<file path="config.mk">
export PLATFORM = sky130hd
export DESIGN_NAME = length_prefixed_crc_frame_receiver
export DESIGN_NICKNAME = d
export VERILOG_FILES = /design/src/rtl/lpcr_pkg.sv /design/src/rtl/length_prefixed_crc_frame_receiver.sv
export SDC_FILE = /design/constraint.sdc
export NUM_CORES = 1
export LEC_CHECK = 0
export BUFFER_PORTS_ARGS = -buffer_cell sky130_fd_sc_hd__buf_2
export CAP_MARGIN = 15
export CORE_ASPECT_RATIO = 1.2
export CORE_UTILIZATION = 55
export CTS_CLUSTER_DIAMETER = 80
export DETAILED_ROUTE_END_ITERATION = 16
export PLACE_DENSITY = 0.76
export SYNTH_ARGS = -nofsm -noshare
export SYNTH_HDL_FRONTEND = slang
export SYNTH_SLANG_ARGS = --single-unit
export TNS_END_PERCENT = 100
</file>
<file path="constraint.sdc">
create_clock -name clk_i -period 7.38 [get_ports clk_i]
set_clock_uncertainty 0.2 [all_clocks]
set_input_delay 1.107 -clock clk_i [delete_from_list [all_inputs] [get_ports clk_i]]
set_output_delay 1.107 -clock clk_i [all_outputs]
set_load 0.05 [all_outputs]
</file>
<file path="src/rtl/lpcr_pkg.sv">
// ----------------------------------------------------------------------------
// lpcr_pkg
// Shared constants, report codes and the byte-wide crc-16 ccitt update.
// ----------------------------------------------------------------------------
package lpcr_pkg;

  localparam logic [7:0]  StartByte      = 8'h80;
  localparam logic [15:0] CrcInit        = 16'hFFFF;
  localparam logic [15:0] MaxPayloadRst  = 16'd256;

  typedef enum logic [1:0] {
    STATUS_GOOD      = 2'd0,
    STATUS_BAD_START = 2'd1,
    STATUS_LEN_ERR   = 2'd2,
    STATUS_CRC_ERR   = 2'd3
  } status_e;

  typedef enum logic {
    KIND_PAYLOAD = 1'b0,
    KIND_REPORT  = 1'b1
  } kind_e;

  // crc-16 ccitt, poly 0x1021, one byte per call
  function automatic logic [15:0] crc16_byte(input logic [15:0] crc, input logic [7:0] b);
    logic [7:0] x;
    x = crc[15:8] ^ b;
    x = x ^ {4'h0, x[7:4]};
    return {crc[7:0], 8'h00} ^ {x[3:0], 12'h000} ^ {3'b000, x, 5'b00000} ^ {8'h00, x};
  endfunction

endpackage

</file>
<file path="src/rtl/length_prefixed_crc_frame_receiver.sv">
// ----------------------------------------------------------------------------
// length_prefixed_crc_frame_receiver
// Parses start byte, length, payload and crc of a response frame and emits
// payload bytes with their index plus end and error reports.
// ----------------------------------------------------------------------------
//  channel   | direction | handshake              | payload
//  ----------+-----------+------------------------+-------------------------------
//  rx        | in        | in_valid_i / in_stall_o | rx_byte_i
//  report    | out       | out_valid_o/ out_stall_i| report_kind_o .. frame_length_o
//  config    | in        | cfg_wr_en_i             | cfg_wr_data_i (max payload)
//
//  one byte per cycle sustained while the report side does not stall; a byte
//  lands in the input register, and the parser step and crc update carry it
//  into the result register, which drives out_valid_o and the report fields
//  a stall on the report side backs up into in_stall_o once both registers hold
//  reset returns to hunting with crc 0xffff and a payload limit of 256
// ----------------------------------------------------------------------------
module length_prefixed_crc_frame_receiver
  import lpcr_pkg::*;
(
  input  logic        clk_i,
  input  logic        rst_ni,
  input  logic        in_valid_i,
  output logic        in_stall_o,
  input  logic [7:0]  rx_byte_i,
  output logic        out_valid_o,
  input  logic        out_stall_i,
  output logic        report_kind_o,
  output logic [7:0]  payload_byte_o,
  output logic [15:0] byte_index_o,
  output logic [1:0]  frame_status_o,
  output logic [15:0] frame_length_o,
  input  logic        cfg_wr_en_i,
  input  logic [15:0] cfg_wr_data_i
);

  typedef enum logic [2:0] {
    PH_HUNT    = 3'd0,
    PH_LEN_LO  = 3'd1,
    PH_LEN_HI  = 3'd2,
    PH_PAYLOAD = 3'd3,
    PH_CRC_LO  = 3'd4,
    PH_CRC_HI  = 3'd5
  } phase_e;

  phase_e      phase_q, phase_d;
  logic [15:0] exp_len_q, exp_len_d;
  logic [15:0] rx_cnt_q, rx_cnt_d;
  logic [15:0] crc_q, crc_d;
  logic [7:0]  crc_lo_q, crc_lo_d;
  logic [15:0] max_payload_q;

  logic        in_valid_q;
  logic [7:0]  byte_q;

  logic        out_valid_q;
  logic        kind_q, kind_d;
  logic [7:0]  pbyte_q, pbyte_d;
  logic [15:0] index_q, index_d;
  logic [1:0]  status_q, status_d;
  logic [15:0] length_q, length_d;
  logic        res_valid_d;

  logic        advance;
  logic [15:0] hdr_len;
  logic [15:0] cnt_inc;

  assign advance    = in_valid_q && (!out_valid_q || !out_stall_i);
  assign in_stall_o = in_valid_q && !advance;
  assign hdr_len    = {byte_q, exp_len_q[7:0]};
  assign cnt_inc    = rx_cnt_q + 16'd1;

  always_comb begin
    phase_d     = phase_q;
    exp_len_d   = exp_len_q;
    rx_cnt_d    = rx_cnt_q;
    crc_d       = crc_q;
    crc_lo_d    = crc_lo_q;
    res_valid_d = 1'b0;
    kind_d      = KIND_REPORT;
    pbyte_d     = 8'h00;
    index_d     = 16'h0000;
    status_d    = STATUS_GOOD;
    length_d    = 16'h0000;
    unique case (phase_q)
      PH_LEN_LO: begin
        exp_len_d = {8'h00, byte_q};
        phase_d   = PH_LEN_HI;
      end
      PH_LEN_HI: begin
        exp_len_d = hdr_len;
        if (hdr_len > max_payload_q) begin
          res_valid_d = 1'b1;
          status_d    = STATUS_LEN_ERR;
          length_d    = hdr_len;
          phase_d     = PH_HUNT;
        end else begin
          phase_d = (hdr_len == 16'h0000) ? PH_CRC_LO : PH_PAYLOAD;
        end
      end
      PH_PAYLOAD: begin
        crc_d       = crc16_byte(crc_q, byte_q);
        res_valid_d = 1'b1;
        kind_d      = KIND_PAYLOAD;
        pbyte_d     = byte_q;
        index_d     = rx_cnt_q;
        rx_cnt_d    = cnt_inc;
        if (cnt_inc == exp_len_q) begin
          phase_d = PH_CRC_LO;
        end
      end
      PH_CRC_LO: begin
        crc_lo_d = byte_q;
        phase_d  = PH_CRC_HI;
      end
      PH_CRC_HI: begin
        res_valid_d = 1'b1;
        status_d    = ({byte_q, crc_lo_q} == crc_q) ? STATUS_GOOD : STATUS_CRC_ERR;
        length_d    = exp_len_q;
        phase_d     = PH_HUNT;
      end
      default: begin
        if (byte_q == StartByte) begin
          phase_d   = PH_LEN_LO;
          crc_d     = CrcInit;
          rx_cnt_d  = 16'h0000;
          exp_len_d = 16'h0000;
        end else begin
          res_valid_d = 1'b1;
          status_d    = STATUS_BAD_START;
          phase_d     = PH_HUNT;
        end
      end
    endcase
  end

  always_ff @(posedge clk_i or negedge rst_ni) begin
    if (!rst_ni) begin
      phase_q       <= PH_HUNT;
      exp_len_q     <= 16'h0000;
      rx_cnt_q      <= 16'h0000;
      crc_q         <= CrcInit;
      crc_lo_q      <= 8'h00;
      max_payload_q <= MaxPayloadRst;
      in_valid_q    <= 1'b0;
      out_valid_q   <= 1'b0;
    end else begin
      if (cfg_wr_en_i) begin
        max_payload_q <= cfg_wr_data_i;
      end
      if (!in_stall_o) begin
        in_valid_q <= in_valid_i;
      end
      if (advance) begin
        phase_q   <= phase_d;
        exp_len_q <= exp_len_d;
        rx_cnt_q  <= rx_cnt_d;
        crc_q     <= crc_d;
        crc_lo_q  <= crc_lo_d;
      end
      if (!out_valid_q || !out_stall_i) begin
        out_valid_q <= advance && res_valid_d;
      end
    end
  end

  always_ff @(posedge clk_i) begin
    if (!in_stall_o && in_valid_i) begin
      byte_q <= rx_byte_i;
    end
    if (advance && res_valid_d) begin
      kind_q   <= kind_d;
      pbyte_q  <= pbyte_d;
      index_q  <= index_d;
      status_q <= status_d;
      length_q <= length_d;
    end
  end

  assign out_valid_o    = out_valid_q;
  assign report_kind_o  = kind_q;
  assign payload_byte_o = pbyte_q;
  assign byte_index_o   = index_q;
  assign frame_status_o = status_q;
  assign frame_length_o = length_q;

endmodule

</file>
==> results of run 1 <==
-- logic make-up (layout without fill, tap and decap cells) --
kind of cell | Yosys count | in the layout | share of synthesized area, %
AOI/OAI and AO/OA | 138 | 138 | 13.0
buffers and inverters | 62 | 135 | 3.93
and+or+nand+nor | 218 | 218 | 17.4
DFF | 128 | 128 | 53.5
xor gates and xnor gates | 51 | 51 | 6.87
adders and majority gates | 19 | 19 | 3.58
muxes | 10 | 10 | 1.71
-- layer usage --
metal / share of wire (%) / up-vias / GRT usage [%]
met5: 0 / - / 0
met4: 3.2 / 0 / 13.8
met3: 4.7 / 42 / 5.99
met2: 51 / 175 / 42.8
met1: 41 / 2330 / 31.7
li1: - / 2336 / -
-- critical path, delay by kind of cell, from the launching register on --
kind / cells / cell delay, ns
AND/OR/NAND/NOR: 3 / 1.67
flip-flops: 1 / 0.57
AO/OA/AOI/OAI: 4 / 0.75
-- stage by stage --
| stage | hold WS, ns | utilization (%) |
|---|---|---|
| after global routing | 0.329 | 65.6 |
| after floorplan | 0.280 | - |
| final | 0.312 | 65.6 |
| after detailed placement | 0.303 | 60.2 |
| after CTS | 0.313 | 65.4 |
| after global placement | 0.300 | 60.2 |
-- layout by cell type (no fill, tap or decap), types with 17 or more instances in the layout --
master and n:
xnor2_1 30, edfxtp_1 51, nor2_1 39, dfrtp_1 60, nand2_1 73, buf_2 73, ha_1 17, xor2_1 21
o21ai_0 58, dfstp_2 17, inv_1 26, and3_1 24, a21oi_1 30, clkbuf_16 17
-- state kept, by name, summed over array words and instances (netlist names), 2 cells and up --
register	cells
frame_length_o	16
phase_q	3
max_payload_q	16
frame_status_o	2
rx_cnt_q	16
crc_q	16
byte_q	8
exp_len_q	16
byte_index_o	16
payload_byte_o	8
crc_lo_q	8
-- worst max-delay path by stage --
stage	to	slack (ns)
2_1_floorplan	byte_index_o[0]	3.24
3_3_place_gp	byte_index_o[13]	3.94
3_5_place_dp	byte_index_o[13]	3.76
4_1_cts	byte_index_o[13]	3.75
5_1_grt	rx_cnt_q[12]	3.91
6_report	rx_cnt_q[12]	4.06
-- where the power goes --
group	leakage [µW]	switching, µW	internal, µW
Clock	0.000280	293	538
Sequential	0.00146	205	1030
Combinational	0.00157	899	443
Total	0.00332	1400	2010
-- area by class of cell --
cell class / count / area [µm²]
sequential: 128 / 3480
fill: 910 / 3970
timing repair buffer: 77 / 408
clock buffer: 22 / 454
clock inverter: 10 / 136
multi-input combinational: 436 / 2780
inverter: 26 / 97.6
tap: 157 / 196
==> run metrics, run 1 <==
initial antenna violation count=0; Cells after DPL=823; fraction of layout instances using a drive strength above 1=21.2%; number of max-cap violations=0; hold path startpoint=crc_q[12]; worst-path cell chain=or4_1 > and4bb_2 > a21oi_1 > o22ai_1 > and2_1 > o21ai_0 > a22o_1; synth warn=0; RSZ-0062 raised after global routing=no; Power Dens Cells=452 nW/µm²; Ports=74; startpoint type of the worst setup path=flop; R2R depth=7; number of synthesized flops with an enable pin=51; Crit Path Max Fanout=19; Slowest-stage cell, CP=and2_1; maximum vdd drop=0.276 mV; GRT Util Overall=26.0%; H-tree depth=4; Avg Inst Size Synth=10.4 µm²; Port Buffers=73; Hold Crit Depth=2; Syn Inst Count=626; cell with the most instances after synthesis=nand2_1; worst slack, placed=3.76 ns; Die Y=121 µm; syn nets=672; crit path from=byte_q[0]; Pins Over Slew Limit=0; Slew headroom=26.7%; critical path endpoint category=flop; CP max stage delay=0.68 ns; synth-to-layout area growth=16.1%; synth cell count leaders=73 x nand2_1, 60 x dfrtp_1, 58 x o21ai_0; largest net degree at the start of global routing=78; Reg clk slew, reported paths=0.06 ns; Final HPWL DP=9860 µm; first-pass GRT wire length=23,900 µm; Primary FF master, synth=dfrtp_1; DRT Wirelength=14,800 µm; Synth area leaders=edfxtp_1 24%, dfrtp_1 23%, dfstp_2 6.9%; die area=12,300 µm²; drt pass-1 iters=6; Synth area leader=edfxtp_1; post-CTS sizing=0; Initial Utilization=56.5%; critical path class=flop to flop; period utilization=45.0%; Worst-Margin Slew=1.10 ns; reg-to-reg startpoint=byte_q[0]; DIE WIDTH=101 µm; flop and latch count out of synthesis=128; Tot Pwr=3410 µW; sum of negative setup slack=0 ns; Req. time, crit path=7.48 ns; leakage=0.00332 µW; status=finished clean; sequential-to-total area share from yosys stat=53.5%; final net count=732; Inserted Clock Buffers=17; GPL Wtd Cong=0.882; via count=4,883; Min-Delay Endpoint=crc_q[12]; DRC violations left=0; Post-Syn Area=6500 µm²; placed cell area=6940 µm²; Unique masters post-synth=66; final hold vios=0; Final Setup Violations=0; Clock Tree Buf Depth=2; Final Non-Filler Cells=856; CTS Hold Bufs=0; Root Driver=clkbuf_16; Sink Count=128; vias per cell=5.70; grt ovf=0; worst min path class=flop to flop; Final WS setup=4.06 ns; Iter 0 DRT Violations=436; CP arrival=3.42 ns; row cnt=43; Async SR Flop Fraction=60.2%; R2R Path End=rx_cnt_q[12]; Final ANT Viol Nets=0; n_diodes=0; Post-CTS Setup Inserts=0; CTS tree=yes; Worst-Skew Late Latency=0.41 ns; Tmin final=3.32 ns; core region area=11,500 µm²; Design Area, Final=7550 µm²; Synth top area share=23.6%; R2R setup slack=4.06 ns; Fmax achieved=0.301 GHz; WL/cell=17.3 µm; number of global-route vias before repair=4,885
Power figures use the tool's default switching activity.
==> run 2, diff against run 1 <==
Clock period 7.38 ns to 3.5 ns, I/O delays scaled along.
==> run 2 against run 1 <==
Net effect: hold slack worse by 0.29 ns; critical path depth grew 2; sequential share of layout area is 0.27 points lower; non-clock buffer count is 10 higher; clock power is 100% higher; die area did not move; register-to-register slack got worse by 3.8 ns; cell count increased by 1.2%; worst setup slack got worse by 3.8 ns; flip-flop and latch count unchanged; wire length up 3.7%; sequential power is 110% higher.
==> run metrics, run 2 (synthesized netlist as in run 1, its figures left out) <==
status=finished clean; initial antenna violation count=0; startpoint type of the worst setup path=flop; drt pass-1 iters=4; die area=12,300 µm²; DIE WIDTH=101 µm; period utilization=91.9%; Req. time, crit path=3.42 ns; Slew headroom=35.2%; Ports=74; Crit Path Max Fanout=11; critical path endpoint category=flop; R2R depth=9; H-tree depth=4; Logic pwr share=40.7%; Root Driver=clkbuf_16; number of max-cap violations=0; Final HPWL DP=10,600 µm; Tmin final=3.22 ns; P_int=4200 µW; worst-path cell chain=ha_1 > nand4_1 > nor3_1 > o21ai_0 > a21oi_1 > nor2_1 > o31a_1 > nor2_4 > buf_4; most frequent cells in the layout=73 x nand2_1, 73 x buf_2, 60 x dfrtp_1, 58 x o21ai_0, 51 x edfxtp_1; row cnt=43; Die Y=121 µm; CP max stage delay=0.54 ns; worst min path class=primary input to asynchronous set/reset pin; leakage=0.00336 µW; Buf/Inv on CP=1; grt ovf=0; sum of negative setup slack=0 ns; fraction of layout instances using a drive strength above 1=21.4%; CTS tree=yes; DRC violations left=0; core region area=11,500 µm²; Initial Utilization=56.5%; CTS Hold Bufs=0; Fmax achieved=0.311 GHz; placed cell area=7040 µm²; Reg power frac=36.0%; final net count=742; Final Setup Violations=0; number of global-route vias before repair=5,063; Worst-Skew Late Latency=0.42 ns; post-CTS sizing=0; synth-to-layout area growth=16.8%; first-pass GRT wire length=25,000 µm; Cells after DPL=834; Reg clk slew, reported paths=0.05 ns; n_diodes=0; Port Buffers=73; via count=5,072; Final Non-Filler Cells=866; Final ANT Viol Nets=0; Post-CTS Setup Inserts=0; Pins Over Slew Limit=0; Crit path depth=9; vias per cell=5.86; Final WS setup=0.283 ns; Worst Hold Slack=0.0185 ns; CP arrival=3.13 ns; Design Area, Final=7590 µm²; Net Sw Power=2950 µW; critical path class=flop to flop; largest net degree at the start of global routing=42; Iter 0 DRT Violations=337; clock share of power=23.3%; GRT Util Overall=27.3%; maximum vdd drop=0.527 mV; GPL Wtd Cong=0.929; Sink Count=128; Worst-Margin Slew=0.969 ns; WL/cell=17.7 µm; Slowest-stage cell, CP=edfxtp_1; sw frac=41.2%; Power Dens Cells=941 nW/µm²; final hold vios=0; Inserted Clock Buffers=17; worst slack, placed=0.364 ns; DRT Wirelength=15,300 µm; Clock Tree Buf Depth=2; RSZ-0062 raised after global routing=no; CP delay by family, top=simple AND/OR/NAND/NOR gates
-- run 2: cell types whose count changed in the layout (fill, tap and decap cells not counted), sizes merged --
cell / before / now
buf: 77 / 87
clkinvlp: 3 / 1
clkinv: 4 / 6
bufinv: 3 / 2
clkbuf: 22 / 23
-- run 2: path summary, 6_finish.rpt --
| check | endpoint | start | slack, ns |
|---|---|---|---|
| max | frame_length_o[10] | byte_q[5] | 0.28 |
| min | crc_lo_q[2] | rst_ni | 0.02 |
| max reg2reg | frame_length_o[10] | byte_q[5] | 0.28 |
| min reg2reg | crc_q[13] | crc_q[13] | 0.31 |
| max in group asynchronous | crc_q[11] | rst_ni | 2.33 |
| min in group clk_i | byte_q[1] | rx_byte_i[1] | 0.08 |
-- run 2: per-stage QoR --
step / power, µW / utilization, %
2_1_floorplan: 4720 / -
3_3_place_gp: 5370 / 61.2
3_5_place_dp: 5460 / 61.2
4_1_cts: 7140 / 65.9
5_1_grt: 7520 / 65.9
6_report: 7150 / 65.9
-- run 2: power by group through the flow --
stage | Sequential, µW | Combinational (µW) | Clock (µW)
after detailed placement | 2580 | 2870 | 0
after floorplan | 3130 | 1590 | 0
final | 2570 | 2910 | 1660
after CTS | 2570 | 2900 | 1680
after global routing | 2620 | 3150 | 1750
after global placement | 2560 | 2810 | 0
-- run 2: worst register-to-register path, cell delays in order, from the launching register on --
cell and delay (ns):
edfxtp_1 0.54, ha_1 0.41, nand4_1 0.12, nor3_1 0.28, o21ai_0 0.16, a21oi_1 0.23
nor2_1 0.13, o31a_1 0.30, nor2_4 0.28, buf_4 0.26
-- run 2: layout make-up --
class                           count  area [µm²]
Inverter                           26        97.6
Timing Repair Buffer               87         495
Tap cell                          157         196
Clock inverter                      9        92.6
Clock buffer                       23         458
Multi-Input combinational cell    436        2770
Sequential cell                   128        3480
Fill cell                         913        3920
-- run 2: layer usage --
metal / vias up / global-route usage (%) / wire [µm]
met2: 227 / 45.3 / 7810
li1: 2358 / - / -
met1: 2445 / 32.6 / 6070
met4: 0 / 14.4 / 467
met3: 42 / 6.51 / 981
met5: - / 0 / 0
